--- src/rtl/core/sha256_stream_hasher_defines.svh ---
// ---------------------------------------------------------------------------
// SHA-256 stream hasher assertion macros
// Shared property forms clocked on i_clk, disabled in reset.
// ---------------------------------------------------------------------------
`ifndef SHA256_STREAM_HASHER_DEFINES_SVH
`define SHA256_STREAM_HASHER_DEFINES_SVH

// same-cycle implication
`define SHA_AST_IMP(lbl, ante, cons) \
    lbl: assert property (@(posedge i_clk) disable iff (!i_rst_n) (ante) |-> (cons)) \
        else $error("sha256 assertion failed");

// next-cycle implication
`define SHA_AST_NEXT(lbl, ante, cons) \
    lbl: assert property (@(posedge i_clk) disable iff (!i_rst_n) (ante) |=> (cons)) \
        else $error("sha256 assertion failed");

`endif

--- src/rtl/core/sha_pkg.sv ---
// ---------------------------------------------------------------------------
// sha_pkg
// Types, constants and round functions for the SHA-256 stream hasher.
// ---------------------------------------------------------------------------
`timescale 1ns / 1ps

package sha_pkg;

    localparam int Rounds = 64;

    typedef logic [15:0][31:0] t_block;

    typedef struct packed {
        t_block blk;
        logic   fin;
    } t_blk_req;

    typedef enum logic [2:0] {
        F_IDLE,
        F_DATA,
        F_PAD80,
        F_ZERO,
        F_LEN
    } t_front_state;

    typedef enum logic [1:0] {
        B_IDLE,
        B_ROUND,
        B_ADD,
        B_OUT
    } t_back_state;

    localparam logic [7:0]  PadByte  = 8'h80;
    localparam logic [5:0]  LenStart = 6'd56;
    localparam logic [5:0]  FillLast = 6'd63;

    localparam logic [31:0] Iv [8] = '{
        32'h6a09e667, 32'hbb67ae85, 32'h3c6ef372, 32'ha54ff53a,
        32'h510e527f, 32'h9b05688c, 32'h1f83d9ab, 32'h5be0cd19
    };

    localparam logic [31:0] RoundK [Rounds] = '{
        32'h428a2f98, 32'h71374491, 32'hb5c0fbcf, 32'he9b5dba5,
        32'h3956c25b, 32'h59f111f1, 32'h923f82a4, 32'hab1c5ed5,
        32'hd807aa98, 32'h12835b01, 32'h243185be, 32'h550c7dc3,
        32'h72be5d74, 32'h80deb1fe, 32'h9bdc06a7, 32'hc19bf174,
        32'he49b69c1, 32'hefbe4786, 32'h0fc19dc6, 32'h240ca1cc,
        32'h2de92c6f, 32'h4a7484aa, 32'h5cb0a9dc, 32'h76f988da,
        32'h983e5152, 32'ha831c66d, 32'hb00327c8, 32'hbf597fc7,
        32'hc6e00bf3, 32'hd5a79147, 32'h06ca6351, 32'h14292967,
        32'h27b70a85, 32'h2e1b2138, 32'h4d2c6dfc, 32'h53380d13,
        32'h650a7354, 32'h766a0abb, 32'h81c2c92e, 32'h92722c85,
        32'ha2bfe8a1, 32'ha81a664b, 32'hc24b8b70, 32'hc76c51a3,
        32'hd192e819, 32'hd6990624, 32'hf40e3585, 32'h106aa070,
        32'h19a4c116, 32'h1e376c08, 32'h2748774c, 32'h34b0bcb5,
        32'h391c0cb3, 32'h4ed8aa4a, 32'h5b9cca4f, 32'h682e6ff3,
        32'h748f82ee, 32'h78a5636f, 32'h84c87814, 32'h8cc70208,
        32'h90befffa, 32'ha4506ceb, 32'hbef9a3f7, 32'hc67178f2
    };

    function automatic logic [31:0] rotr(input logic [31:0] x, input int n);
        return (x >> n) | (x << (32 - n));
    endfunction

    function automatic logic [31:0] ssig0(input logic [31:0] x);
        return rotr(x, 7) ^ rotr(x, 18) ^ (x >> 3);
    endfunction

    function automatic logic [31:0] ssig1(input logic [31:0] x);
        return rotr(x, 17) ^ rotr(x, 19) ^ (x >> 10);
    endfunction

    function automatic logic [31:0] bsig0(input logic [31:0] x);
        return rotr(x, 2) ^ rotr(x, 13) ^ rotr(x, 22);
    endfunction

    function automatic logic [31:0] bsig1(input logic [31:0] x);
        return rotr(x, 6) ^ rotr(x, 11) ^ rotr(x, 25);
    endfunction

endpackage

--- src/rtl/core/sha_blk_fifo.sv ---
// ---------------------------------------------------------------------------
// sha_blk_fifo
// Two-entry queue of filled blocks between the packer and the compressor.
// ---------------------------------------------------------------------------
`timescale 1ns / 1ps

module sha_blk_fifo (
    input  logic              i_clk,
    input  logic              i_rst_n,
    input  logic              i_push_valid,
    output logic              o_push_ready,
    input  sha_pkg::t_blk_req i_push,
    output logic              o_pop_valid,
    input  logic              i_pop_ready,
    output sha_pkg::t_blk_req o_pop
);
    import sha_pkg::*;

    t_blk_req   r_mem [2];
    logic       r_wp;
    logic       r_rp;
    logic [1:0] r_cnt;
    logic       push;
    logic       pop;

    assign o_push_ready = (r_cnt != 2'd2);
    assign o_pop_valid  = (r_cnt != 2'd0);
    assign o_pop        = r_mem[r_rp];
    assign push         = i_push_valid && o_push_ready;
    assign pop          = o_pop_valid && i_pop_ready;

    always_ff @(posedge i_clk) begin
        if (push) r_mem[r_wp] <= i_push;
    end

    always_ff @(posedge i_clk) begin
        if (!i_rst_n) begin
            r_wp  <= 1'b0;
            r_rp  <= 1'b0;
            r_cnt <= '0;
        end else begin
            if (push) r_wp <= ~r_wp;
            if (pop)  r_rp <= ~r_rp;
            r_cnt <= r_cnt + {1'b0, push} - {1'b0, pop};
        end
    end

endmodule

--- config.mk ---
export PLATFORM = sky130hd
export DESIGN_NAME = sha_blk_fifo
export DESIGN_NICKNAME = d
export VERILOG_FILES = /design/src/rtl/core/sha256_stream_hasher_defines.svh /design/src/rtl/core/sha_pkg.sv /design/src/rtl/core/sha_blk_fifo.sv
export SDC_FILE = /design/constraint.sdc
export NUM_CORES = 1
export LEC_CHECK = 0
export ABC_AREA = 1
export BUFFER_PORTS_ARGS = -buffer_cell sky130_fd_sc_hd__buf_2
export CORE_AREA = 4 4 400 402
export DETAILED_ROUTE_END_ITERATION = 6
export DIE_AREA = 0 0 404 406
export GPL_TIMING_DRIVEN = 0
export HOLD_SLACK_MARGIN = 0.03
export SYNTH_ARGS = -nofsm -noshare
export SYNTH_HDL_FRONTEND = slang
export SYNTH_SLANG_ARGS = --single-unit
--- constraint.sdc ---
create_clock -name i_clk -period 31.7 [get_ports i_clk]
set_clock_uncertainty 0.1 [all_clocks]
set_input_delay 1.585 -clock i_clk [delete_from_list [all_inputs] [get_ports i_clk]]
set_output_delay 1.585 -clock i_clk [all_outputs]
set_load 0.02 [all_outputs]
* After elaboration in Yosys (flattened, before gate mapping)
Memories as Yosys holds them, arrays and structs flattened. A register that Yosys moved wholly into a read port is not among the register bits.
Index checks and enable logic that the tools add are counted.
** Cells by class
- Add/sub/neg operators :: 2
- Equal/unequal tests :: 1
- Muxes and demuxes :: 4
- Bitwise operators :: 2
- Reductions and logical operators :: 3
** Operator list (number)
- two-way mux 1 bit :: 4
- adder 2 x 1 -> 2 bit :: 1
- logical AND 1 bit :: 2
- != test 2 bit (second input constant) :: 1
- NOT 1 bit :: 2
- nonzero test 2 bit :: 1
- subtractor 2 x 1 -> 2 bit :: 1
** Storage, ports and cells
- Register bits :: 4
- RAM bits :: 1026
- Input port bits :: 517
- Output and inout bits :: 515
- Logic and storage cells :: 16
- Memories kept :: 1
** Memories
- r_mem :: depth 2, bits a word 513, rd ports 1, clocked after memory_dff 1, write ports 1, line sha_blk_fifo.sv:19 : t_blk_req r_mem [2];

* Logic depth before layout (Yosys ltp)
- Depth after elaboration :: 4
- Depth in mapped cells :: 11
- Mapped depth without buffers :: 11

* Worst setup path after synthesis
No wires, ideal clock.
- Path type :: input port to flip-flop
- From :: in i_push_valid
- To :: mem r_mem[0][0] (netlist name) (enable)
- Library setup time :: 1.401 ns
- Data arrival time :: 22.877 ns
- Data required time :: 30.199 ns
- Setup slack :: 7.321 ns
- Stages :: 2
- Path buffers :: 0
- Path through :: nand2_1 nor2_1
** Between the ends
- Longest elaborated chain between the ends :: 3
** Ends and longest elaborated chain
- from (decl) :: line sha_blk_fifo.sv:10 : input logic i_push_valid,
- logical AND 1 bit :: line sha_blk_fifo.sv:29 : assign push = i_push_valid && o_push_ready;
- two-way mux 1 bit :: line sha_blk_fifo.sv:33 : if (push) r_mem[r_wp] <= i_push;
- two-way mux 1 bit (implied by the code) :: line sha_blk_fifo.sv:33
- to (decl) :: line sha_blk_fifo.sv:19
No other way between the ends.

==> run_results.csv <==
group,metric,value,unit
outcome,status,"complete, no violations",
drt,drc_errors,0,
power_and_ir_drop,power_frac_clock,30.0,%
critical_path,endpoint_kind,"output port",
die,core-area,156000,µm²
clocking,cts.sinks,1031,
timing,worstMarginPinSlew,0.8603,ns
die,die_x,404,µm
global_routing,grt_pass1_vias,20865,
drt,ant_nets,0,
power_and_ir_drop,p_seq_share,42.2,%
power_and_ir_drop,power,4.163,mW
global_routing,grt_pass1_wl,158300,µm
yosys,synth-compound-area-share,0.02673,%
power_and_ir_drop,vdd_drop_max,0.05676,mV
timing,hold_violations,0,
yosys,ys_seq_area_share,82.55,%
power_and_ir_drop,internal_power,2.849,mW
yosys,synth_area_leaders,"edfxtp_1, mux2_2, buf_6",
placement,dp_hpwl,90900,µm
yosys,synth.top_cell.area_share,82.28,%
yosys,yosysMostFrequentCell,"edfxtp_1",
yosys,syn-num-nets,2151,
die,core.rowCount,145,
critical_path,required,30.02,ns
cells_and_area,num-nets-final,3320,
clocking,clkLatencyLatePin,0.71,ns
die,io_pins,1032,
clocking,cts_buffers,112,
placement,portBuffers,1031,
clocking,cts_tree,"built",
yosys,synth_seq_cells,1031,
timing,max_slew_margin,42.51,%
clocking,htreeDepth,3,
timing,timing.fmax,0.2414,GHz
run,cap_violations,0,
clocking,clk_pin_slew,0.06,ns
die,initial_core_util,24.00,%
drt,viasPerCell,4.091,
clocking,cts_setup_buffers,0,
cells_and_area,area_growth,31.68,%
drt,drt_iter0_drc,1390,
yosys,synth_adder_area_share,0.06683,%
global_routing,grt_max_degree,118,
cells_and_area,drive_gt1_share,61.39,%
power_and_ir_drop,pwr_density_cell,84.43,nW/µm²
clocking,clockBufferDepth,3,
yosys,synth_top_family_by_area,"multiplexers",
yosys,synth.distinct_cells,11,
critical_path,critPathMaxFanout,10,
timing,period_needed,4.143,ns
yosys,async_reset_ff_share,0,%
die,floorplan.die_area,164000,µm²
critical_path,cp.arrival,2.46,ns
drt,drt-pass1-iter-count,5,
global_routing,antenna_found_initial,76,
global_routing,grt_usage,13.72,%
power_and_ir_drop,p_sw,1.314,mW
critical_path,worstSetupPathType,"reg -> out",
drt,wirelength,119100,µm
min_path,hold_class,"reg -> reg",
timing,period_share,13.07,%
timing,rsz0062_at_grt,"false",
critical_path,rrSetupSlack,28.50,ns
yosys,yosys.area_share.simple,0.2105,%
yosys,synth_ff_type,"edfxtp_1",
clocking,cts-resized-gates,0,
critical_path,start_kind,"flip-flop",
power_and_ir_drop,pwr-share-comb,27.7,%
timing,finalSetupViolCount,0,
drt,routed-via-count,20371,
cells_and_area,nFillCells,15314,
clocking,holdBufCountCts,0,
yosys,synth-xor-area-share,0,%
clocking,root_buffer,"clkbuf_16",
yosys,synthMuxAreaShare,15.43,%
die,die_height,406,µm
yosys,yosys_warnings,0,
yosys,synth_edf_count,1026,
timing,setup_tns,0,ns
yosys,synthTopCellsByCount,"edfxtp_1, mux2_2, buf_6, nand2_1, nor2_1",
yosys,syn_inst,1632,
yosys,synth_area_leader_cell,"edfxtp_1",
timing,finalMaxSlewViolations,0,
power_and_ir_drop,p_sw_share,31.57,%
global_routing,overflow,0,
power_and_ir_drop,leakage,17.93,nW
drt,wire_per_inst,23.92,µm
placement,gp_congestion,0.8166,
yosys,avgSynthCellArea,22.94,µm²
yosys,synth_area,37440,µm²
==> cell usage in the layout, fill, tap and decap left out, drive strengths merged <==
cell type  synthesis  final
a21oi              2      2
buf               57   1112
bufinv             0      6
clkbuf             0    150
clkinv             0     43
dfxtp              5      5
diode              0     29
edfxtp          1026   1026
ha                 2      2
inv                7     14
mux2             513    513
nand2              9      9
nand3              3      3
nor2               8      8
==> registers in the layout, indices dropped and copies added (netlist names), named ones only <==
register  flops
r_rp          1
r_wp          1
r_mem      1026
r_cnt         2
==> worst max-delay path, stage by stage (launching register included) <==
cell,delay (ns)
dfxtp_1,0.32
buf_6,0.21
buf_6,0.28
buf_6,0.26
mux2_2,0.47
buf_2,0.20
==> metrics by stage <==
| stage | util (%) | hold slack (ns) | setup WS (ns) | std cells | cell area [µm²] |
|---|---|---|---|---|---|
| final | 31.60 | 0.4071 | 27.56 | 4980 | 49310 |
| after global routing | 31.56 | 0.4594 | 27.38 | 4954 | 49240 |
| after CTS | 31.56 | 0.4154 | 27.31 | 4951 | 49230 |
| after detailed placement | 29.31 | 0.4008 | 27.27 | 4745 | 45730 |
| after global placement | 28.96 | 0.3894 | -7.905 | 4721 | 45180 |
| after floorplan | - | 0.3675 | 7.321 | 1632 | 37440 |
==> power by group through the flow <==
stage,Combinational (mW),Sequential [mW],Clock (mW)
floorplan,0.677,1.93,0
global placement,1.14,2.05,0
detailed placement,1.18,1.79,0
CTS,1.19,1.76,1.29
global route,1.21,1.77,1.34
finish,1.15,1.76,1.25
==> cell families after synthesis <==
logic type      after synthesis
flops                      1031
fa+ha+maj                     2
mux                         513
buf+inv                      64
simple gates                 20
compound gates                2
==> path summary, 6_finish.rpt <==
path | cells past startpoint | startpoint | endpoint
max reg2reg | 10 | r_cnt[0] | r_mem[0][252]
min reg2reg | 2 | r_rp | r_rp
max | 5 | flip-flop | o_pop[419]
min | 2 | r_rp | r_rp
==> routing by layer <==
layer / global-route usage (%) / wire [µm]
met4: 4.558 / 3607
met2: 23.66 / 59310
met3: 5.616 / 11920
met5: 0 / 448
met1: 15.39 / 43830
==> area by class of cell <==
cell class	instances	area (µm²)	area share, %
inverter	7	33.78	0.06851
tap	2058	2575	5.222
timing repair buffer	1055	5693	11.55
clock inverter	56	541.8	1.099
multi-input combinational	537	5898	11.96
sequential	1031	30910	62.69
antenna	29	72.57	0.1472
clock buffer	150	2967	6.017
buffer	57	616.8	1.251
No activity file was read; power rests on OpenSTA's default activity.
