### config.mk
export PLATFORM = sky130hd
export DESIGN_NAME = sha_core_flat
export DESIGN_NICKNAME = d
export VERILOG_FILES = /design/src/rtl/core/sha256_stream_hasher_defines.svh /design/src/rtl/core/sha_pkg.sv /design/src/rtl/core/sha_if.sv /design/src/rtl/core/sha_core.sv /design/src/flat_wrapper.sv
export SDC_FILE = /design/constraint.sdc
export NUM_CORES = 2
export LEC_CHECK = 0
export BUFFER_PORTS_ARGS = -buffer_cell sky130_fd_sc_hd__buf_2
export CORE_MARGIN = 1
export CORE_UTILIZATION = 60
export CTS_BUF_LIST = sky130_fd_sc_hd__clkbuf_4
export DETAILED_ROUTE_END_ITERATION = 8
export PLACE_DENSITY = 0.81
export SYNTH_ARGS = -nofsm -noshare
export SYNTH_HDL_FRONTEND = slang
export SYNTH_SLANG_ARGS = --single-unit
export TNS_END_PERCENT = 20
### constraint.sdc
create_clock -name i_clk -period 28.7 [get_ports i_clk]
set_clock_uncertainty 0.15 [all_clocks]
set_input_delay 4.305 -clock i_clk [delete_from_list [all_inputs] [get_ports i_clk]]
set_output_delay 4.305 -clock i_clk [all_outputs]
set_load 0.01 [all_outputs]
### src/rtl/core/sha256_stream_hasher_defines.svh
// ---------------------------------------------------------------------------
// SHA-256 stream hasher assertion macros
// Shared property forms clocked on i_clk, disabled in reset.
// ---------------------------------------------------------------------------
`ifndef SHA256_STREAM_HASHER_DEFINES_SVH
`define SHA256_STREAM_HASHER_DEFINES_SVH

// same-cycle implication
`define SHA_AST_IMP(lbl, ante, cons) \
    lbl: assert property (@(posedge i_clk) disable iff (!i_rst_n) (ante) |-> (cons)) \
        else $error("sha256 assertion failed");

// next-cycle implication
`define SHA_AST_NEXT(lbl, ante, cons) \
    lbl: assert property (@(posedge i_clk) disable iff (!i_rst_n) (ante) |=> (cons)) \
        else $error("sha256 assertion failed");

`endif

### src/rtl/core/sha_pkg.sv
// ---------------------------------------------------------------------------
// sha_pkg
// Types, constants and round functions for the SHA-256 stream hasher.
// ---------------------------------------------------------------------------
`timescale 1ns / 1ps

package sha_pkg;

    localparam int Rounds = 64;

    typedef logic [15:0][31:0] t_block;

    typedef struct packed {
        t_block blk;
        logic   fin;
    } t_blk_req;

    typedef enum logic [2:0] {
        F_IDLE,
        F_DATA,
        F_PAD80,
        F_ZERO,
        F_LEN
    } t_front_state;

    typedef enum logic [1:0] {
        B_IDLE,
        B_ROUND,
        B_ADD,
        B_OUT
    } t_back_state;

    localparam logic [7:0]  PadByte  = 8'h80;
    localparam logic [5:0]  LenStart = 6'd56;
    localparam logic [5:0]  FillLast = 6'd63;

    localparam logic [31:0] Iv [8] = '{
        32'h6a09e667, 32'hbb67ae85, 32'h3c6ef372, 32'ha54ff53a,
        32'h510e527f, 32'h9b05688c, 32'h1f83d9ab, 32'h5be0cd19
    };

    localparam logic [31:0] RoundK [Rounds] = '{
        32'h428a2f98, 32'h71374491, 32'hb5c0fbcf, 32'he9b5dba5,
        32'h3956c25b, 32'h59f111f1, 32'h923f82a4, 32'hab1c5ed5,
        32'hd807aa98, 32'h12835b01, 32'h243185be, 32'h550c7dc3,
        32'h72be5d74, 32'h80deb1fe, 32'h9bdc06a7, 32'hc19bf174,
        32'he49b69c1, 32'hefbe4786, 32'h0fc19dc6, 32'h240ca1cc,
        32'h2de92c6f, 32'h4a7484aa, 32'h5cb0a9dc, 32'h76f988da,
        32'h983e5152, 32'ha831c66d, 32'hb00327c8, 32'hbf597fc7,
        32'hc6e00bf3, 32'hd5a79147, 32'h06ca6351, 32'h14292967,
        32'h27b70a85, 32'h2e1b2138, 32'h4d2c6dfc, 32'h53380d13,
        32'h650a7354, 32'h766a0abb, 32'h81c2c92e, 32'h92722c85,
        32'ha2bfe8a1, 32'ha81a664b, 32'hc24b8b70, 32'hc76c51a3,
        32'hd192e819, 32'hd6990624, 32'hf40e3585, 32'h106aa070,
        32'h19a4c116, 32'h1e376c08, 32'h2748774c, 32'h34b0bcb5,
        32'h391c0cb3, 32'h4ed8aa4a, 32'h5b9cca4f, 32'h682e6ff3,
        32'h748f82ee, 32'h78a5636f, 32'h84c87814, 32'h8cc70208,
        32'h90befffa, 32'ha4506ceb, 32'hbef9a3f7, 32'hc67178f2
    };

    function automatic logic [31:0] rotr(input logic [31:0] x, input int n);
        return (x >> n) | (x << (32 - n));
    endfunction

    function automatic logic [31:0] ssig0(input logic [31:0] x);
        return rotr(x, 7) ^ rotr(x, 18) ^ (x >> 3);
    endfunction

    function automatic logic [31:0] ssig1(input logic [31:0] x);
        return rotr(x, 17) ^ rotr(x, 19) ^ (x >> 10);
    endfunction

    function automatic logic [31:0] bsig0(input logic [31:0] x);
        return rotr(x, 2) ^ rotr(x, 13) ^ rotr(x, 22);
    endfunction

    function automatic logic [31:0] bsig1(input logic [31:0] x);
        return rotr(x, 6) ^ rotr(x, 11) ^ rotr(x, 25);
    endfunction

endpackage

### src/rtl/core/sha_if.sv


interface sha_out_if;
    logic        valid;
    logic        ready;
    logic [31:0] digest_word;
    logic [2:0]  word_index;
    logic        digest_last;

    modport source (output valid, digest_word, word_index, digest_last, input ready);
    modport sink   (input valid, digest_word, word_index, digest_last, output ready);
endinterface

### src/rtl/core/sha_core.sv
// ---------------------------------------------------------------------------
// sha_core
// One-round-per-cycle SHA-256 compression with a rolling schedule window;
// drives the digest words after the final block.
// ---------------------------------------------------------------------------
`timescale 1ns / 1ps

module sha_core (
    input  logic              i_clk,
    input  logic              i_rst_n,
    input  logic              i_pop_valid,
    output logic              o_pop_ready,
    input  sha_pkg::t_blk_req i_pop,
    sha_out_if.source         o_dig
);
    import sha_pkg::*;

    t_back_state r_state, n_state;
    logic [5:0]  r_rnd;
    logic [2:0]  r_idx;
    logic        r_fin;
    logic [31:0] r_w [16];
    logic [31:0] r_v [8];
    logic [31:0] r_h [8];

    logic [31:0] t1, t2, w_new, ch, maj;
    logic        pop;
    logic        out_acc;

    assign pop     = i_pop_valid && o_pop_ready;
    assign out_acc = o_dig.valid && o_dig.ready;

    assign ch    = (r_v[4] & r_v[5]) ^ (~r_v[4] & r_v[6]);
    assign maj   = (r_v[0] & r_v[1]) ^ (r_v[0] & r_v[2]) ^ (r_v[1] & r_v[2]);
    assign t1    = r_v[7] + bsig1(r_v[4]) + ch + RoundK[r_rnd] + r_w[0];
    assign t2    = bsig0(r_v[0]) + maj;
    assign w_new = ssig1(r_w[14]) + r_w[9] + ssig0(r_w[1]) + r_w[0];

    always_comb begin
        n_state = r_state;
        unique case (r_state)
            B_IDLE:  if (pop) n_state = B_ROUND;
            B_ROUND: if (r_rnd == 6'(Rounds - 1)) n_state = B_ADD;
            B_ADD:   n_state = r_fin ? B_OUT : B_IDLE;
            B_OUT:   if (out_acc && r_idx == 3'd7) n_state = B_IDLE;
            default: n_state = B_IDLE;
        endcase
    end

    always_comb begin
        o_pop_ready       = (r_state == B_IDLE);
        o_dig.valid       = (r_state == B_OUT);
        o_dig.digest_word = r_h[r_idx];
        o_dig.word_index  = r_idx;
        o_dig.digest_last = (r_idx == 3'd7);
    end

    always_ff @(posedge i_clk) begin
        if (pop) begin
            for (int i = 0; i < 16; i++) r_w[i] <= i_pop.blk[i];
            for (int i = 0; i < 8; i++)  r_v[i] <= r_h[i];
            r_fin <= i_pop.fin;
        end else if (r_state == B_ROUND) begin
            for (int i = 0; i < 15; i++) r_w[i] <= r_w[i + 1];
            r_w[15] <= w_new;
            r_v[7] <= r_v[6];
            r_v[6] <= r_v[5];
            r_v[5] <= r_v[4];
            r_v[4] <= r_v[3] + t1;
            r_v[3] <= r_v[2];
            r_v[2] <= r_v[1];
            r_v[1] <= r_v[0];
            r_v[0] <= t1 + t2;
        end
    end

    always_ff @(posedge i_clk) begin
        if (!i_rst_n) begin
            r_state <= B_IDLE;
            r_rnd   <= '0;
            r_idx   <= '0;
            for (int i = 0; i < 8; i++) r_h[i] <= Iv[i];
        end else begin
            r_state <= n_state;
            if (pop) r_rnd <= '0;
            else if (r_state == B_ROUND) r_rnd <= r_rnd + 6'd1;
            if (r_state == B_ADD) begin
                for (int i = 0; i < 8; i++) r_h[i] <= r_h[i] + r_v[i];
                r_idx <= '0;
            end else if (out_acc) begin
                r_idx <= r_idx + 3'd1;
                if (r_idx == 3'd7) begin
                    for (int i = 0; i < 8; i++) r_h[i] <= Iv[i];
                end
            end
        end
    end

endmodule

### src/flat_wrapper.sv
// flat-port wrapper written by rule: the top's interface ports become plain ports
module sha_core_flat import sha_pkg::*;
  (i_clk, i_rst_n, i_pop_valid, o_pop_ready, i_pop, o_dig_valid, o_dig_digest_word, o_dig_word_index, o_dig_digest_last, o_dig_ready);
  sha_out_if o_dig_i ();
  input  logic i_clk;
  input  logic i_rst_n;
  input  logic i_pop_valid;
  output logic o_pop_ready;
  input  sha_pkg::t_blk_req i_pop;
  output wire logic [$bits(o_dig_i.valid)-1:0] o_dig_valid;
  output wire logic [$bits(o_dig_i.digest_word)-1:0] o_dig_digest_word;
  output wire logic [$bits(o_dig_i.word_index)-1:0] o_dig_word_index;
  output wire logic [$bits(o_dig_i.digest_last)-1:0] o_dig_digest_last;
  input wire logic [$bits(o_dig_i.ready)-1:0] o_dig_ready;
  assign o_dig_valid = o_dig_i.valid;
  assign o_dig_digest_word = o_dig_i.digest_word;
  assign o_dig_word_index = o_dig_i.word_index;
  assign o_dig_digest_last = o_dig_i.digest_last;
  assign o_dig_i.ready = o_dig_ready;
  sha_core u_core (.i_clk(i_clk), .i_rst_n(i_rst_n), .i_pop_valid(i_pop_valid), .o_pop_ready(o_pop_ready), .i_pop(i_pop), .o_dig(o_dig_i));
endmodule
[Word level (Yosys, flattened, before mapping)]
Memory sizes are Yosys's and may differ from the RTL's. A register that Yosys moved wholly into a read port is not among the register bits.
Cells that the tools add are included.
Cells by class
  $add $sub $neg: 20
  order comparisons: 1
  reduce and logical (&&, ||, !) cells: 7
  mux-type cells: 63
  equal/unequal tests: 8
  bitwise operators: 69
Operators with widths (number)
  2-to-1 mux 32 bit: 42
  adder 32 bit: 18
  XOR 32 bit: 9
  bitwise AND 32 bit: 5
  OR 1 bit: 40
  NOT 32 bit: 1
  OR 10 x 32 -> 32 bit: 1
  OR 13 x 32 -> 32 bit: 1
  OR 14 x 32 -> 32 bit: 1
  OR 15 x 32 -> 32 bit: 1
  OR 19 x 32 -> 32 bit: 1
  OR 21 x 32 -> 32 bit: 1
  OR 25 x 32 -> 32 bit: 1
  OR 26 x 32 -> 32 bit: 1
  OR 30 x 32 -> 32 bit: 1
  OR 7 x 32 -> 32 bit: 1
  XOR 32 x 22 -> 32 bit: 1
  XOR 32 x 29 -> 32 bit: 1
  2-to-1 mux 1 bit: 14
  2-to-1 mux 2 bit: 4
  case mux 2 bit (4 select lines): 1
  >= comparator 7 bit, second input constant: 1
  NOT 6 -> 7 bit: 1
  adder 6 x 1 -> 6 bit, second input constant: 1
  13 further kinds: 19
Word-level totals
  flip-flop bits (word level): 12
  logic and storage cells: 176
  output and inout port bits: 38
  ROM bits: 2048
  memory bits (writable): 1024
  memories: 4
  input port bits: 517
Memories
  (name not given): words 64, width 32, rd ports 1, clocked after memory_dff 0, wr ports 0, RTL line sha_core.sv:35  | assign t1 = r_v[7] + bsig1(r_v[4]) + ch + RoundK[r_rnd] + r_w[0];
  u_core.r_w: words 16, width 32, rd ports 16, clocked after memory_dff 0, wr ports 16, RTL line sha_core.sv:22  | logic [31:0] r_w [16];
  u_core.r_h: words 8, width 32, rd ports 9, clocked after memory_dff 1, wr ports 8, RTL line sha_core.sv:24  | logic [31:0] r_h [8];
  u_core.r_v: words 8, width 32, rd ports 8, clocked after memory_dff 0, wr ports 8, RTL line sha_core.sv:23  | logic [31:0] r_v [8];

[Logic depth before layout (Yosys ltp)]
  depth in word-level cells: 9
  depth in mapped cells: 41

[Worst setup path after synthesis]
OpenSTA, ideal clock, no wires.
  path kind: input -> register
  start point: input i_pop_valid
  end point: memory u_core.r_v[0][0], enable pin
  cell stages on the path: 5
  data required time: 23.235 ns
  arrival: 17.621 ns
  buffers on the path: 3
  path slack: 5.614 ns
  cells stage by stage: nand2_1 clkbuf_1 clkbuf_1 clkbuf_1 nand2_1
RTL lines
  start: declaration: RTL line flat_wrapper.sv:7  | input logic i_pop_valid;
  end: declaration: RTL line sha_core.sv:23

==> summary.md <==
| Metric | Value |
|---|---|
| Fin. Hold Viols | 0 |
| Nets | between 9000 and 10000 |
| Site Rows | between 100 and 150 |
| DR pass1 iterations | 6 |
| CTS max path bufs | 4 |
| GRT Overall Usage | 41.1% |
| CORE AREA | between 100000 and 150000 sq um |
| Placed insts | between 9000 and 10000 |
| DR DRC count | 0 |
| Largest net degree at the start of global routing | 161 |
| Initial antenna violation count | 40 |
| Multi-input logic area | between 30000 and 40000 sq um |
| TritonCTS clock tree | yes |
| Final setup TNS | 0 ns |
| Critical Path RT | just under 30 ns |
| Worst EP arrival | approximately 11 ns |
| Worst-margin pin slew | between 1 and 1.5 ns |
| Postcts setup bufs | 0 |
| Synth async-reset ratio | 0% |
| Run status | completed |
| Fin area | roughly 80000 sq um |
| Hold-critical path depth | 2 |
| Gr ovfl total | 0 |
| Seq/Total Area, Yosys | between 40% and 50% |
| Worst setup EP type | flop |
| Vias per inst | 6.17 |
| Routability cong. | about 1.1 |
| Final WL | around 250 mm |
| Worst skew pair latency | 1.29 ns |
| Die height | around 340 microns |
| Routed Antenna Nets | 0 |
| DR vias | a little over 60000 |
| Mapped Avg Cell Area | 9.25 sq um |
| Crit path largest cell delay | between 0.6 and 0.7 ns |
| Most frequent cells in the layout | nand2_1, edfxtp_1, buf_2, clkbuf_4, a21oi_1 |
| Most common cell after layout, fill and taps aside | nand2_1 |
| Clock sinks | ~1000 |
| Share of cells above drive strength 1 | approximately 15% |
| Slew HR | 18.1% |
| First-pass GRT wire length | 361 mm |
| Number of DRC markers in iteration 0 | between 6000 and 7000 |
| RSZ-0062 raised after global routing | false |
| Reg clk slew, reported paths | about 0.06 ns |
| CTS resizes | 0 |
| Final core occ | 67.2% |
| FILL cells | 9243 |
| Worst r2r path cells | 38 |
| Synth-to-Final Area Change | 10.9% |
| Cell count after synthesis | about 7600 |
| Post-Syn Area | ~70000 sq um |
| Fmax | around 96 MHz |
| Synth Warn # | 0 |
| Post-synth net total | a little under 9000 |
| Hold-fix buffers at CTS | 0 |
| Starting Density | between 60% and 70% |
| Fin crit share | about 36% |
| Non-Filler Instances | roughly 9900 |
| MaxCap Viol Count | 0 |
| Netlist cell types | 91 |
| Final Setup Violations | 0 |
| Startpoint types | flop |
| Most frequent CP cell | a21oi_1 |
| Cell at the slowest stage of the critical path | a2111oi_0 |
| Flop2flop setup slack | 18.30 ns |
| Critical path class | flop to flop |
| Dpl cell area | ~74000 sq um |
| Top FF cell, synth | edfxtp_1 |
| Yosys reg bits | just over 1000 |
| Root Buffer Master | clkbuf_4 |
| Post-DP HPWL | about 190 mm |
| Hold crit path type | flop to flop |
| Port Buffers | around 550 |
| Crit path max fanout | 30 |
| Post-synth EDFFs | around 900 |
| Vias in the first global route | 59300 |
| Period minus WS final | 10.40 ns |
| DR WL/cell | about 25 microns |
| CTS H-tree lvls | 5 |
| Fin. max-slew vios | 0 |
| Die width | around 340 microns |
| Number of buffers created by CTS | roughly 300 |
| Register Area | about 30000 sq um |
| Die area | between 100000 and 150000 sq um |
| Ports | about 560 |
-- final cells by class --
cell class / count / share of cell area (%)
multi-input combinational: 5968 / 49.2
sequential: 1039 / 38.1
clock buffer: 450 / 4.32
timing repair buffer: 618 / 4.17
tap: 1524 / 2.44
inverter: 246 / 1.19
clock inverter: 56 / 0.448
antenna: 38 / 0.122
-- metal layers --
| layer | wire, microns | vias up | global-route usage [%] |
|---|---|---|---|
| li1 | - | 27700 | - |
| met1 | 87500 | 29000 | 48.5 |
| met2 | 116000 | 3648 | 65.6 |
| met3 | 24600 | 930 | 9.43 |
| met4 | 20500 | 26 | 30.6 |
| met5 | 144 | - | 0 |
-- registers in the layout (all words and copies together) (netlist names), named ones only --
signal                   flops
u_core.r_rnd                 6
u_core.o_dig.word_index      3
u_core.r_state               2
u_core.r_fin                 1
u_core.r_v                 256
u_core.r_h                 256
u_core.r_w                 512
-- cells by family (layout without fill, tap and decap cells) --
kind of cell | Yosys count | after routing | share of synthesized area [%]
flops | 1039 | 1039 | 42.2
compound gates | 1431 | 1431 | 12.7
fa+ha+maj | 614 | 614 | 12.9
xor+xnor | 560 | 560 | 6.95
other cells | 0 | 38 | 0
mux | 145 | 145 | 3.44
buf+inv | 626 | 1370 | 3.33
simple gates | 3218 | 3218 | 18.5
-- through the flow --
step	setup slack [ns]	hold WS, ns
floorplan	5.61	0.303
global placement	18.46	0.321
detailed placement	18.46	0.329
CTS	18.45	0.298
global route	17.80	0.325
finish	18.30	0.295
-- synth_stat cells (13+ instances only) --
| cell | count | share of area (%) |
|---|---|---|
| and3_1 | 35 | 0.31 |
| xnor2_1 | 404 | 5.0 |
| nand4_1 | 27 | 0.24 |
| ha_1 | 395 | 7.0 |
| o31ai_1 | 26 | 0.28 |
| nor2_1 | 287 | 1.5 |
| o21ai_0 | 229 | 1.6 |
| a21o_1 | 196 | 2.1 |
| maj3_1 | 24 | 0.34 |
| a211o_1 | 13 | 0.16 |
| inv_1 | 242 | 1.3 |
| mux2i_1 | 15 | 0.21 |
| o211ai_1 | 71 | 0.76 |
| mux2_2 | 57 | 0.91 |
| xor2_1 | 156 | 1.9 |
| buf_1 | 48 | 0.26 |
| a21oi_1 | 426 | 3.0 |
| nor2b_1 | 58 | 0.51 |
| fa_1 | 195 | 5.5 |
| o22ai_1 | 13 | 0.12 |
| a211oi_1 | 38 | 0.40 |
| mux4_2 | 72 | 2.3 |
| nand2_1 | 2495 | 13 |
| a21boi_1 | 14 | 0.15 |
| or3_1 | 30 | 0.27 |
| nand2b_1 | 65 | 0.58 |
| nor3_1 | 66 | 0.47 |
| clkbuf_1 | 332 | 1.8 |
| a31oi_1 | 40 | 0.35 |
| o21ai_1 | 137 | 0.97 |
| o21bai_1 | 41 | 0.44 |
| edfxtp_1 | 897 | 38 |
| o21a_1 | 49 | 0.52 |
| and2_1 | 14 | 0.12 |
| dfxtp_1 | 142 | 4.0 |
| nand3_1 | 80 | 0.57 |
-- critical path: cells and delay by family, from the launching register on --
kind	cells	cell delay [ns]
compound gates	16	3.77
xor+xnor	2	0.34
fa+ha+maj	7	3.19
buf+inv	5	1.16
flops	1	0.30
simple gates	8	1.21
-- final timing paths --
| path | from | to |
|---|---|---|
| worst max-delay path | u_core.r_rnd[0] | u_core.r_v[0][31] |
| worst min register to register | u_core.r_w[0][511] | u_core.r_w[0][479] |
| worst max register to register | u_core.r_rnd[0] | u_core.r_v[0][31] |
| worst min-delay path | u_core.r_w[0][511] | u_core.r_w[0][479] |
Power is left out: the tool's default activity adds up to more than one toggle a clock period on the data nets, which glitch-free logic cannot reach.
