**src/rtl/core/sha256_stream_hasher_defines.svh**
```systemverilog
// ---------------------------------------------------------------------------
// SHA-256 stream hasher assertion macros
// Shared property forms clocked on i_clk, disabled in reset.
// ---------------------------------------------------------------------------
`ifndef SHA256_STREAM_HASHER_DEFINES_SVH
`define SHA256_STREAM_HASHER_DEFINES_SVH

// same-cycle implication
`define SHA_AST_IMP(lbl, ante, cons) \
    lbl: assert property (@(posedge i_clk) disable iff (!i_rst_n) (ante) |-> (cons)) \
        else $error("sha256 assertion failed");

// next-cycle implication
`define SHA_AST_NEXT(lbl, ante, cons) \
    lbl: assert property (@(posedge i_clk) disable iff (!i_rst_n) (ante) |=> (cons)) \
        else $error("sha256 assertion failed");

`endif

```
**src/rtl/core/sha_pkg.sv**
```systemverilog
// ---------------------------------------------------------------------------
// sha_pkg
// Types, constants and round functions for the SHA-256 stream hasher.
// ---------------------------------------------------------------------------
`timescale 1ns / 1ps

package sha_pkg;

    localparam int Rounds = 64;

    typedef logic [15:0][31:0] t_block;

    typedef struct packed {
        t_block blk;
        logic   fin;
    } t_blk_req;

    typedef enum logic [2:0] {
        F_IDLE,
        F_DATA,
        F_PAD80,
        F_ZERO,
        F_LEN
    } t_front_state;

    typedef enum logic [1:0] {
        B_IDLE,
        B_ROUND,
        B_ADD,
        B_OUT
    } t_back_state;

    localparam logic [7:0]  PadByte  = 8'h80;
    localparam logic [5:0]  LenStart = 6'd56;
    localparam logic [5:0]  FillLast = 6'd63;

    localparam logic [31:0] Iv [8] = '{
        32'h6a09e667, 32'hbb67ae85, 32'h3c6ef372, 32'ha54ff53a,
        32'h510e527f, 32'h9b05688c, 32'h1f83d9ab, 32'h5be0cd19
    };

    localparam logic [31:0] RoundK [Rounds] = '{
        32'h428a2f98, 32'h71374491, 32'hb5c0fbcf, 32'he9b5dba5,
        32'h3956c25b, 32'h59f111f1, 32'h923f82a4, 32'hab1c5ed5,
        32'hd807aa98, 32'h12835b01, 32'h243185be, 32'h550c7dc3,
        32'h72be5d74, 32'h80deb1fe, 32'h9bdc06a7, 32'hc19bf174,
        32'he49b69c1, 32'hefbe4786, 32'h0fc19dc6, 32'h240ca1cc,
        32'h2de92c6f, 32'h4a7484aa, 32'h5cb0a9dc, 32'h76f988da,
        32'h983e5152, 32'ha831c66d, 32'hb00327c8, 32'hbf597fc7,
        32'hc6e00bf3, 32'hd5a79147, 32'h06ca6351, 32'h14292967,
        32'h27b70a85, 32'h2e1b2138, 32'h4d2c6dfc, 32'h53380d13,
        32'h650a7354, 32'h766a0abb, 32'h81c2c92e, 32'h92722c85,
        32'ha2bfe8a1, 32'ha81a664b, 32'hc24b8b70, 32'hc76c51a3,
        32'hd192e819, 32'hd6990624, 32'hf40e3585, 32'h106aa070,
        32'h19a4c116, 32'h1e376c08, 32'h2748774c, 32'h34b0bcb5,
        32'h391c0cb3, 32'h4ed8aa4a, 32'h5b9cca4f, 32'h682e6ff3,
        32'h748f82ee, 32'h78a5636f, 32'h84c87814, 32'h8cc70208,
        32'h90befffa, 32'ha4506ceb, 32'hbef9a3f7, 32'hc67178f2
    };

    function automatic logic [31:0] rotr(input logic [31:0] x, input int n);
        return (x >> n) | (x << (32 - n));
    endfunction

    function automatic logic [31:0] ssig0(input logic [31:0] x);
        return rotr(x, 7) ^ rotr(x, 18) ^ (x >> 3);
    endfunction

    function automatic logic [31:0] ssig1(input logic [31:0] x);
        return rotr(x, 17) ^ rotr(x, 19) ^ (x >> 10);
    endfunction

    function automatic logic [31:0] bsig0(input logic [31:0] x);
        return rotr(x, 2) ^ rotr(x, 13) ^ rotr(x, 22);
    endfunction

    function automatic logic [31:0] bsig1(input logic [31:0] x);
        return rotr(x, 6) ^ rotr(x, 11) ^ rotr(x, 25);
    endfunction

endpackage

```
**src/rtl/core/sha_if.sv**
```systemverilog
// ---------------------------------------------------------------------------
// sha_in_if / sha_out_if
// Valid/ready channels for message words and digest words.
// ---------------------------------------------------------------------------
`timescale 1ns / 1ps

interface sha_in_if;
    logic        valid;
    logic        ready;
    logic [31:0] msg_word;
    logic [2:0]  byte_count;
    logic        last_word;

    modport source (output valid, msg_word, byte_count, last_word, input ready);
    modport sink   (input valid, msg_word, byte_count, last_word, output ready);
endinterface


```
**src/rtl/core/sha_front.sv**
```systemverilog
// ---------------------------------------------------------------------------
// sha_front
// Packs message bytes into the block buffer, counts the bit length and
// appends the padding; hands each full block to the block queue.
// ---------------------------------------------------------------------------
`timescale 1ns / 1ps

module sha_front (
    input  logic              i_clk,
    input  logic              i_rst_n,
    sha_in_if.sink            i_msg,
    output logic              o_push_valid,
    input  logic              i_push_ready,
    output sha_pkg::t_blk_req o_push
);
    import sha_pkg::*;

    t_front_state r_state, n_state;
    t_block       r_blk, n_blk;
    logic [5:0]   r_fill;
    logic [31:0]  r_word;
    logic [2:0]   r_cnt;
    logic         r_last;
    logic [63:0]  r_bitlen;

    logic         put_en;
    logic [7:0]   put_b;
    logic         put_done;
    logic         accept;
    logic [1:0]   lane;

    assign accept   = i_msg.valid && i_msg.ready;
    assign put_done = put_en && ((r_fill != FillLast) || i_push_ready);
    assign lane     = ~r_fill[1:0];

    always_comb begin
        n_state = r_state;
        unique case (r_state)
            F_IDLE:  if (accept) n_state = F_DATA;
            F_DATA: begin
                if (r_cnt == 3'd0) n_state = r_last ? F_PAD80 : F_IDLE;
            end
            F_PAD80: if (put_done) n_state = F_ZERO;
            F_ZERO:  if (r_fill == LenStart) n_state = F_LEN;
            F_LEN:   if (put_done && r_fill == FillLast) n_state = F_IDLE;
            default: n_state = F_IDLE;
        endcase
    end

    always_comb begin
        put_en      = 1'b0;
        put_b       = 8'h00;
        i_msg.ready = 1'b0;
        unique case (r_state)
            F_IDLE:  i_msg.ready = 1'b1;
            F_DATA: begin
                put_en = (r_cnt != 3'd0);
                put_b  = r_word[31:24];
            end
            F_PAD80: begin
                put_en = 1'b1;
                put_b  = PadByte;
            end
            F_ZERO:  put_en = (r_fill != LenStart);
            F_LEN: begin
                put_en = 1'b1;
                put_b  = r_bitlen[63:56];
            end
            default: put_en = 1'b0;
        endcase
    end

    always_comb begin
        n_blk = r_blk;
        n_blk[r_fill[5:2]][{lane, 3'b000} +: 8] = put_b;
    end

    assign o_push_valid = put_en && (r_fill == FillLast);
    assign o_push.blk   = n_blk;
    assign o_push.fin   = (r_state == F_LEN);

    always_ff @(posedge i_clk) begin
        if (put_done) r_blk <= n_blk;
        if (accept) begin
            r_word <= i_msg.msg_word;
            r_last <= i_msg.last_word;
        end else if (put_done && r_state == F_DATA) begin
            r_word <= {r_word[23:0], 8'h00};
        end
    end

    always_ff @(posedge i_clk) begin
        if (!i_rst_n) begin
            r_state  <= F_IDLE;
            r_fill   <= '0;
            r_cnt    <= '0;
            r_bitlen <= '0;
        end else begin
            r_state <= n_state;
            if (put_done) r_fill <= r_fill + 6'd1;
            if (accept) begin
                r_cnt <= (i_msg.byte_count > 3'd4) ? 3'd4 : i_msg.byte_count;
            end else if (put_done && r_state == F_DATA) begin
                r_cnt    <= r_cnt - 3'd1;
                r_bitlen <= r_bitlen + 64'd8;
            end else if (put_done && r_state == F_LEN) begin
                // eight shifts leave the counter cleared for the next message
                r_bitlen <= {r_bitlen[55:0], 8'h00};
            end
        end
    end

endmodule

```
**src/flat_wrapper.sv**
```systemverilog
// flat-port wrapper written by rule: the top's interface ports become plain ports
module sha_front_flat import sha_pkg::*;
  (i_clk, i_rst_n, o_push_valid, i_push_ready, o_push, i_msg_valid, i_msg_msg_word, i_msg_byte_count, i_msg_last_word, i_msg_ready);
  sha_in_if i_msg_i ();
  input  logic i_clk;
  input  logic i_rst_n;
  output logic o_push_valid;
  input  logic i_push_ready;
  output sha_pkg::t_blk_req o_push;
  input wire logic [$bits(i_msg_i.valid)-1:0] i_msg_valid;
  input wire logic [$bits(i_msg_i.msg_word)-1:0] i_msg_msg_word;
  input wire logic [$bits(i_msg_i.byte_count)-1:0] i_msg_byte_count;
  input wire logic [$bits(i_msg_i.last_word)-1:0] i_msg_last_word;
  output wire logic [$bits(i_msg_i.ready)-1:0] i_msg_ready;
  assign i_msg_i.valid = i_msg_valid;
  assign i_msg_i.msg_word = i_msg_msg_word;
  assign i_msg_i.byte_count = i_msg_byte_count;
  assign i_msg_i.last_word = i_msg_last_word;
  assign i_msg_ready = i_msg_i.ready;
  sha_front u_core (.i_clk(i_clk), .i_rst_n(i_rst_n), .i_msg(i_msg_i), .o_push_valid(o_push_valid), .i_push_ready(i_push_ready), .o_push(o_push));
endmodule
```
**config.mk**
```make
export PLATFORM = sky130hd
export DESIGN_NAME = sha_front_flat
export DESIGN_NICKNAME = d
export VERILOG_FILES = /design/src/rtl/core/sha256_stream_hasher_defines.svh /design/src/rtl/core/sha_pkg.sv /design/src/rtl/core/sha_if.sv /design/src/rtl/core/sha_front.sv /design/src/flat_wrapper.sv
export SDC_FILE = /design/constraint.sdc
export NUM_CORES = 1
export LEC_CHECK = 0
export ABC_AREA = 1
export BUFFER_PORTS_ARGS = -buffer_cell sky130_fd_sc_hd__buf_2
export CORE_ASPECT_RATIO = 0.75
export CORE_MARGIN = 4
export CORE_UTILIZATION = 50
export CTS_BUF_LIST = sky130_fd_sc_hd__clkbuf_16
export DETAILED_ROUTE_END_ITERATION = 7
export PLACE_DENSITY = 0.83
export RECOVER_POWER = 25
export SYNTH_ARGS = -nofsm -noshare
export SYNTH_HDL_FRONTEND = slang
export SYNTH_SLANG_ARGS = --single-unit
```
**constraint.sdc**
```tcl
create_clock -name i_clk -period 6.3 [get_ports i_clk]
set_clock_uncertainty 0.05 [all_clocks]
set_input_delay 1.26 -clock i_clk [delete_from_list [all_inputs] [get_ports i_clk]]
set_output_delay 1.26 -clock i_clk [all_outputs]
set_load 0.05 [all_outputs]
```
## Word-level counts from Yosys, hierarchy flattened

Cells that the tools add are included.

- Flip-flop bits (word level): 621
- Bits in latches: 0
- Memory bits (writable): 0
- Memory bits (read-only): 0
- Bits of input ports: 40
- Logic and storage cells: 82
- Memories: 0

- Add/subtract/negate cells: 4
- $mul: 0
- Div/mod/pow operators: 0
- $lt $le $gt $ge: 3
- Eq/ne operators: 13
- Shifts and indexed selects: 2
- Multiplexer cells: 20
- Bitwise gates (word level): 2
- Reductions and logical operators: 16

Operators with widths:

| kind | count |
|---|---|
| 512-bit bitwise mux | 1 |
| 32-bit demux with 4-bit select | 1 |
| 64-bit two-way mux | 2 |
| 32-bit two-way mux | 3 |
| 64-bit by 4-bit adder with 64-bit output, second input constant | 1 |
| 8-bit by 7-bit variable shift with 32-bit output, first input constant | 1 |
| 8-bit by 7-bit variable part select with 32-bit output | 1 |
| 3-bit two-way mux | 8 |
| 8-bit case mux with 3 select lines | 1 |
| 3-bit case mux with 5 select lines | 1 |
| 6-bit == test, second input constant | 2 |
| 6-bit != test, second input constant | 2 |
| 2-bit by 1-bit != test with 1-bit output, second input constant | 5 |
| 1-bit logical AND | 7 |
| 5-bit negator with 7-bit output | 1 |
| 6-bit by 1-bit adder with 6-bit output, second input constant | 1 |
| 3-bit by 2-bit == test with 1-bit output, second input constant | 2 |
| 3-bit logical NOT | 2 |
| 4-bit by 5-bit < comparator with 1-bit output, second input constant | 1 |
| 5-bit AND reduction | 1 |
| 4-bit by 1-bit >= comparator with 1-bit output, second input constant | 1 |
| 2-bit nonzero test | 2 |
| 3-bit by 1-bit == test with 1-bit output, second input constant | 1 |
| 3-bit == test, second input constant | 1 |
| 11 further kinds | 11 |

## Longest topological paths before layout

Gate-level depths: netlist (run 1).

- Word-level depth: 7
- Depth in mapped cells: 16
- Gate-level depth less buffers: 13

## Worst setup path before layout (run 1)

Ideal clock, no wire load.

- Kind: reg2reg
- Start: register u_core.r_fill[0]
- End: register u_core.r_cnt[1]
- Arrival: 6.139 ns
- Data required time: 6.118 ns
- Setup slack: -0.021 ns
- Cell stages (with the launch flop): 17
- Path buffers: 4
- Period minus slack after synthesis: 6.321 ns
- Path through: dfxtp_1 > inv_1 > buf_2 > buf_1 > ha_1 > clkbuf_1 > nand3_2 > nand2_1 > nand3_2 > nand2_4 > inv_4 > nand2_4 > buf_6 > nand2_1 > inv_1 > nand2_1 > a21oi_1

- Word-level cells in the longest chain between the ends: 5
- Elaborated cells on any way between the ends: 7
- Those cells by class: eq/ne (2); mux (1); reduce/logical (4)

RTL lines:

| item | line | text |
|---|---|---|
| from (decl) | sha_front.sv:20 | `logic [5:0] r_fill;` |
| from (signal assigned) | sha_front.sv:100 | `if (put_done) r_fill <= r_fill + 6'd1;` |
| 6-bit != test (on tied branches) | sha_front.sv:64, sha_front.sv:33 |  |
| 1-bit case mux with 3 select lines / 1-bit logical OR (equally long branches) | sha_front.sv:54, sha_front.sv:33 |  |
| 1-bit logical AND (*) | sha_front.sv:33 | `assign put_done = put_en && ((r_fill != FillLast) \|\| i_push_ready);` |
| 1-bit logical AND (*) | sha_front.sv:103 | `end else if (put_done && r_state == F_DATA) begin` |
| 2-bit nonzero test (no line) (*) | -- |  |
| to (signal assigned) | sha_front.sv:102 | `r_cnt <= (i_msg.byte_count > 3'd4) ? 3'd4 : i_msg.byte_count;` |
| to (signal assigned) | sha_front.sv:104 | `r_cnt <= r_cnt - 3'd1;` |
| to (decl) | sha_front.sv:22 | `logic [2:0] r_cnt;` |

Every way passes the cells marked *; elsewhere a longest branch is shown, timed or not.
A chain may end at the register's enable or synchronous reset.

==> flow_summary.yaml, run 1 <==
clocking:
  cts_tree: "done"
  hold_buffers: 0
  clkTransAtPathRegs_ns: 0.07
  cts_max_level: 2
  clk_path_buf_depth: 3
  cts_buffers: 59
  root_buffer: "clkbuf_16"
  postCtsSetupBuffers: 0
  cts.sink_count: 618
  clk_latency_ns: 0.64
  cts_resized: 0
power:
  p_seq_frac: 0.364
  switchingPower_uw: 9320
  power.density_nw_per_um2: 584
  clockPowerShare: 0.177
  total_power_uw: 19400
  switching_share: 0.481
  peakVddDrop_mv: 0.554
  intPower_uw: 10100
  pwr-share-comb: 0.458
  p_leak_uw: 0.0126
setup_path:
  arrival_ns: 4.10
  critical_path_class: "reg -> out"
  reg2reg_slack_ns: 1.47
  crit_fanout: 21
  start_kind: "flip-flop"
  worst_setup_path_end_kind: "output port"
  required_ns: 4.99
timing:
  max-slew-margin-rel: 0.128
  final-setup-viol-count: 0
  drv_slew: 0
  fin_setup_tns_ns: 0
  fin_crit_sh: 0.859
  rsz0062_at_grt: "no"
  whs_ns: 0.434
  period_minus_slack_ns: 5.41
  max_freq_ghz: 0.185
  tightest_slew_ns: 1.30
  hold_viol: 0
synth:
  netlist_top_cells_area: "edfxtp_1, nand2_1, o21ai_0"
  yosysTopAreaCell: "edfxtp_1"
  synth-seq-area-share: 0.635
  synth_cell_types: 34
  synth_top_cell_area_share: 0.583
  ys_ff_latch: 618
  synth_cells: 2880
  syn_nets: 2927
  syn_avg_cell_area_sq_um: 9.74
  netlist_area_sq_um: 28100
  yosysWarnings: 0
final_layout:
  multi_input_area_sq_um: 8960
  fillers: 4496
  postLayoutCoreUtil: 0.603
  drive_gt1_frac: 0.200
  regArea_sq_um: 17800
  final_common_cell: "nand2_1"
  final_cell_mix: "nand2_1, buf_2, edfxtp_1"
  layout.nets: 3420
  synthToLayoutAreaGrowth_pct: 18.3
route:
  drtAntennaViolNets: 0
  via_count: 23500
  drcViolationCount: 0
  viasPerCell: 5.67
  drt_pass1_iterations: 7
  drt-initial-drc-count: 2677
  drt-total-wl_um: 91100
  wl_per_cell_um: 22.0
placement:
  place.gp.congestion: 0.986
  numPortBuffers: 554
  hpwl_um: 63200
grt:
  grt_pass1_vias: 22000
  grt_antenna_before_repair: 3
  grt.overflow.total: 0
  grt_max_degree: 220
  grt_pass1_wl_um: 132000
  grtUsageTotal: 0.288
floorplanning:
  initial_core_util: 0.510
  num_rows: 74
  fp.dieW_um: 282
  io_pins: 555
  die-area_sq_um: 60000
  core-area_sq_um: 55000
  die_y_um: 213
worst_hold_path:
  min_path_type: "reg -> reg"
status:
  status: "completed"
flow_run:
  drv_cap: 0
-- final cells by class --
cell class                 count  share of cell area
tap                          722              0.0272
timing repair buffer         576              0.0892
inverter                     175              0.0206
clock inverter                46              0.0109
antenna                        1           0.0000754
clock buffer                  59              0.0445
multi-input combinational   1943               0.270
sequential                   618               0.537
-- registers in the layout (all words and copies together) (netlist names) --
register / cells
u_core.r_blk: 512
u_core.r_word: 32
u_core.r_bitlen: 61
u_core.r_cnt: 3
u_core.r_state: 3
u_core.r_fill: 6
u_core.r_last: 1
-- through the flow --
step	std cells	setup slack [ns]	cell area, sq um
floorplan	2880	0.876	28100
global placement	4034	1.78	31400
detailed placement	4034	1.55	31400
CTS	4139	0.877	33200
global route	4139	0.568	33200
finish	4140	0.889	33200
-- synthesized netlist by cell type --
| cell | instances |
|---|---|
| o21ai_0 | 460 |
| clkbuf_1 | 76 |
| o22ai_2 | 2 |
| buf_6 | 5 |
| o21ai_1 | 5 |
| clkinv_1 | 2 |
| buf_4 | 7 |
| o21a_1 | 114 |
| nand3_2 | 2 |
| nand4_1 | 30 |
| o22ai_1 | 6 |
| nor3_2 | 2 |
| buf_2 | 22 |
| nand2_2 | 3 |
| nor3_1 | 25 |
| nand2_1 | 913 |
| inv_2 | 6 |
| inv_1 | 166 |
| edfxtp_1 | 545 |
| nor2_1 | 173 |
| nor2_2 | 2 |
| and2_1 | 4 |
| a21oi_1 | 76 |
| dfxtp_1 | 73 |
| ha_1 | 7 |
| nand2_4 | 2 |
| xor2_1 | 26 |
| buf_1 | 32 |
| or2_2 | 4 |
| nor3_4 | 1 |
| inv_4 | 1 |
| nand3_1 | 81 |
| nor3b_1 | 5 |
| clkbuf_2 | 2 |
-- kinds of logic (layout without fill, tap and decap cells) --
family          count (synthesis)  after routing  synth area share
flops                         618            618             0.635
buf+inv                       319            856            0.0461
other cells                     0              1                 0
fa+ha+maj                       7              7           0.00312
xor+xnor                       26             26           0.00812
simple gates                 1247           1247             0.178
compound gates                663            663             0.129
-- power groups by stage --
stage | Combinational, uW | Clock [uW] | Sequential (uW)
2_1_floorplan | 6560 | 0 | 7100
3_3_place_gp | 8700 | 0 | 7050
3_5_place_dp | 8820 | 0 | 7110
4_1_cts | 8860 | 3470 | 7040
5_1_grt | 9320 | 3640 | 7160
6_report | 8880 | 3440 | 7060
-- metal layers --
layer | routed length (um) | global-route usage | part of all wire
met1 | 35900 | 0.384 | 0.39
met2 | 39600 | 0.438 | 0.43
met3 | 10500 | 0.0809 | 0.12
met4 | 5040 | 0.143 | 0.055
met5 | 26 | 0 | 0.00029
-- worst paths after layout --
check / start / end / cells after the start
worst max register to register: u_core.r_fill[0]$_SDFFE_PN0N_ / u_core.r_word[5]$_SDFFCE_PN0P_ / 10
worst max-delay path: u_core.r_fill[0]$_SDFFE_PN0N_ / o_push[476] / 6
worst min-delay path: u_core.r_cnt[2]$_SDFFE_PN0P_ / u_core.r_cnt[2]$_SDFFE_PN0P_ / 2
worst min register to register: u_core.r_cnt[2]$_SDFFE_PN0P_ / u_core.r_cnt[2]$_SDFFE_PN0P_ / 2
-- worst max-delay path, stage by stage (launching register included) --
cell	delay (ns)
dfxtp_1	0.35
inv_1	0.44
ha_1	0.46
inv_1	0.25
nand4_1	0.88
o21ai_0	0.72
buf_2	0.35
(Power assumes the default switching activity.)
==> run 2, diff against run 1 <==
- PLACE_DENSITY: 0.83 -> 0.8
- SETUP_SLACK_MARGIN: not set -> 0.02
- clock period: 6.3 -> 5.1 ns (I/O delays scaled with it)
==> flow_summary.yaml, run 2 (synthesis gave the netlist of run 1 again) <==
flow_run:
  drv_cap: 0
setup_path:
  crit_family: "buffers and inverters"
  r2r_cells: 10
  reg2reg_slack_ns: 0.56
  timing.rr.start: "u_core.r_fill[0]$_SDFFE_PN0N_"
  critPathBufInv: 4
  crit_top_cell: "inv_1"
  cpMaxStageDelayCell: "nand4_1"
  required_ns: 4.03
  start_kind: "flip-flop"
  arrival_ns: 3.80
  critical_path_class: "reg -> out"
  crit_fanout: 21
  slowest_delay_ns: 0.56
  crit_start: "u_core.r_fill[0]$_SDFFE_PN0N_"
  worst_setup_path_end_kind: "output port"
  worstReg2RegEnd: "u_core.r_word[1]$_SDFFCE_PN0P_"
  worstSetupPathDepth: 7
  cp-endpoint: "o_push[91]"
  crit_chain: "inv_1 -> ha_1 -> inv_1 -> nand4_1 -> buf_4 -> o21ai_0 -> buf_2"
status:
  status: "completed"
clocking:
  cts_resized: 0
  root_buffer: "clkbuf_16"
  postCtsSetupBuffers: 0
  cts_max_level: 2
  clkTransAtPathRegs_ns: 0.07
  cts.sink_count: 618
  hold_buffers: 0
  cts_tree: "done"
  clk_path_buf_depth: 3
  cts_buffers: 58
  clk_latency_ns: 0.63
grt:
  grt_antenna_before_repair: 3
  grt_pass1_vias: 21700
  grt.overflow.total: 0
  grtUsageTotal: 0.287
  grt_max_degree: 193
  grt_pass1_wl_um: 131000
timing:
  tightest_slew_ns: 1.42
  hold_viol: 0
  max-slew-margin-rel: 0.0504
  fin_setup_tns_ns: 0
  max_freq_ghz: 0.205
  fin_crit_sh: 0.955
  final-setup-viol-count: 0
  drv_slew: 0
  rsz0062_at_grt: "no"
  period_minus_slack_ns: 4.87
  whs_ns: 0.418
floorplanning:
  die_y_um: 213
  num_rows: 74
  die-area_sq_um: 60000
  fp.dieW_um: 282
  core-area_sq_um: 55000
  io_pins: 555
  initial_core_util: 0.510
final_layout:
  drive_gt1_frac: 0.201
  reg_top3: "u_core.r_blk (512), u_core.r_bitlen (61), u_core.r_word (32)"
  synthToLayoutAreaGrowth_pct: 18.8
  top_register: "u_core.r_blk"
  final_common_cell: "nand2_1"
  layout.nets: 3431
  final_cell_mix: "nand2_1, buf_2, edfxtp_1"
  largest_reg_flops: 512
  postLayoutCoreUtil: 0.606
route:
  drtAntennaViolNets: 0
  drt-initial-drc-count: 2676
  viasPerCell: 5.68
  wl_per_cell_um: 21.7
  drcViolationCount: 0
  drt-total-wl_um: 90400
  drt_pass1_iterations: 7
  via_count: 23600
placement:
  hpwl_um: 62100
  place.gp.congestion: 1.02
  numPortBuffers: 554
power:
  clockPowerShare: 0.182
  p_seq_frac: 0.361
  power.density_nw_per_um2: 723
  pwr-share-comb: 0.457
  switching_share: 0.478
  p_leak_uw: 0.0127
  peakVddDrop_mv: 0.483
  switchingPower_uw: 11500
  intPower_uw: 12600
worst_hold_path:
  min_path_type: "reg -> reg"
run 2: cell types whose count changed in the layout (fill, tap and decap cells not counted), sizes merged:
cell,before,now
clkbuf,60,64
diode,1,3
clkinvlp,5,6
buf,575,583
inv,186,190
clkinv,26,23
bufinv,4,7
run 2: metrics by stage:
step           area [sq um]  instances  total power, uW  worst slack, ns
2_1_floorplan         28100       2880            16800            0.224
3_3_place_gp          31400       4046            19500             1.08
3_5_place_dp          31400       4046            19700             1.01
4_1_cts               33400       4156            24100            0.319
5_1_grt               33300       4156            25000           0.0328
6_report              33300       4159            24100            0.228
run 2: worst min-delay path, stage by stage, from the launching register on:
cell and delay [ns]:
dfxtp_1 0.31, nand2_1 0.06, a21oi_1 0.05
run 2: worst min-delay path by stage:
stage,start,slack [ns],end,cells past startpoint
3_5_place_dp,u_core.r_cnt[1]$_SDFFE_PN0P_,0.41,u_core.r_cnt[1]$_SDFFE_PN0P_,2
6_report,u_core.r_cnt[1]$_SDFFE_PN0P_,0.42,u_core.r_cnt[1]$_SDFFE_PN0P_,2
4_1_cts,u_core.r_cnt[1]$_SDFFE_PN0P_,0.42,u_core.r_cnt[1]$_SDFFE_PN0P_,2
5_1_grt,u_core.r_cnt[1]$_SDFFE_PN0P_,0.45,u_core.r_cnt[1]$_SDFFE_PN0P_,2
2_1_floorplan,u_core.r_cnt[2]$_SDFFE_PN0P_,0.39,u_core.r_cnt[2]$_SDFFE_PN0P_,2
3_3_place_gp,u_core.r_cnt[2]$_SDFFE_PN0P_,0.40,u_core.r_cnt[2]$_SDFFE_PN0P_,2
run 2: metal layers:
layer  part of all wire  global-route usage  vias to the layer above
met3               0.12              0.0817                      239
met2               0.43               0.428                     1413
met4              0.049               0.128                        4
li1                   -                   -                    10900
met1               0.40               0.393                    11100
met5            0.00023                   0                        -
run 2: final cells by class:
| cell class | instances | area [sq um] |
|---|---|---|
| diodes | 3 | 7.51 |
| clock buffers | 59 | 1480 |
| clock inverters | 51 | 437 |
| fillers | 4454 | 21700 |
| inverters | 175 | 683 |
| multi-input cells | 1943 | 8950 |
| flip-flops and latches | 618 | 17800 |
| well taps | 722 | 903 |
| repair buffers | 588 | 3040 |
run 2: power groups by stage:
stage	Combinational [uW]	Sequential [uW]	Clock (uW)
finish	11000	8690	4390
global route	11600	8820	4650
global placement	10800	8680	0
floorplan	8100	8720	0
detailed placement	10900	8760	0
CTS	11000	8670	4440
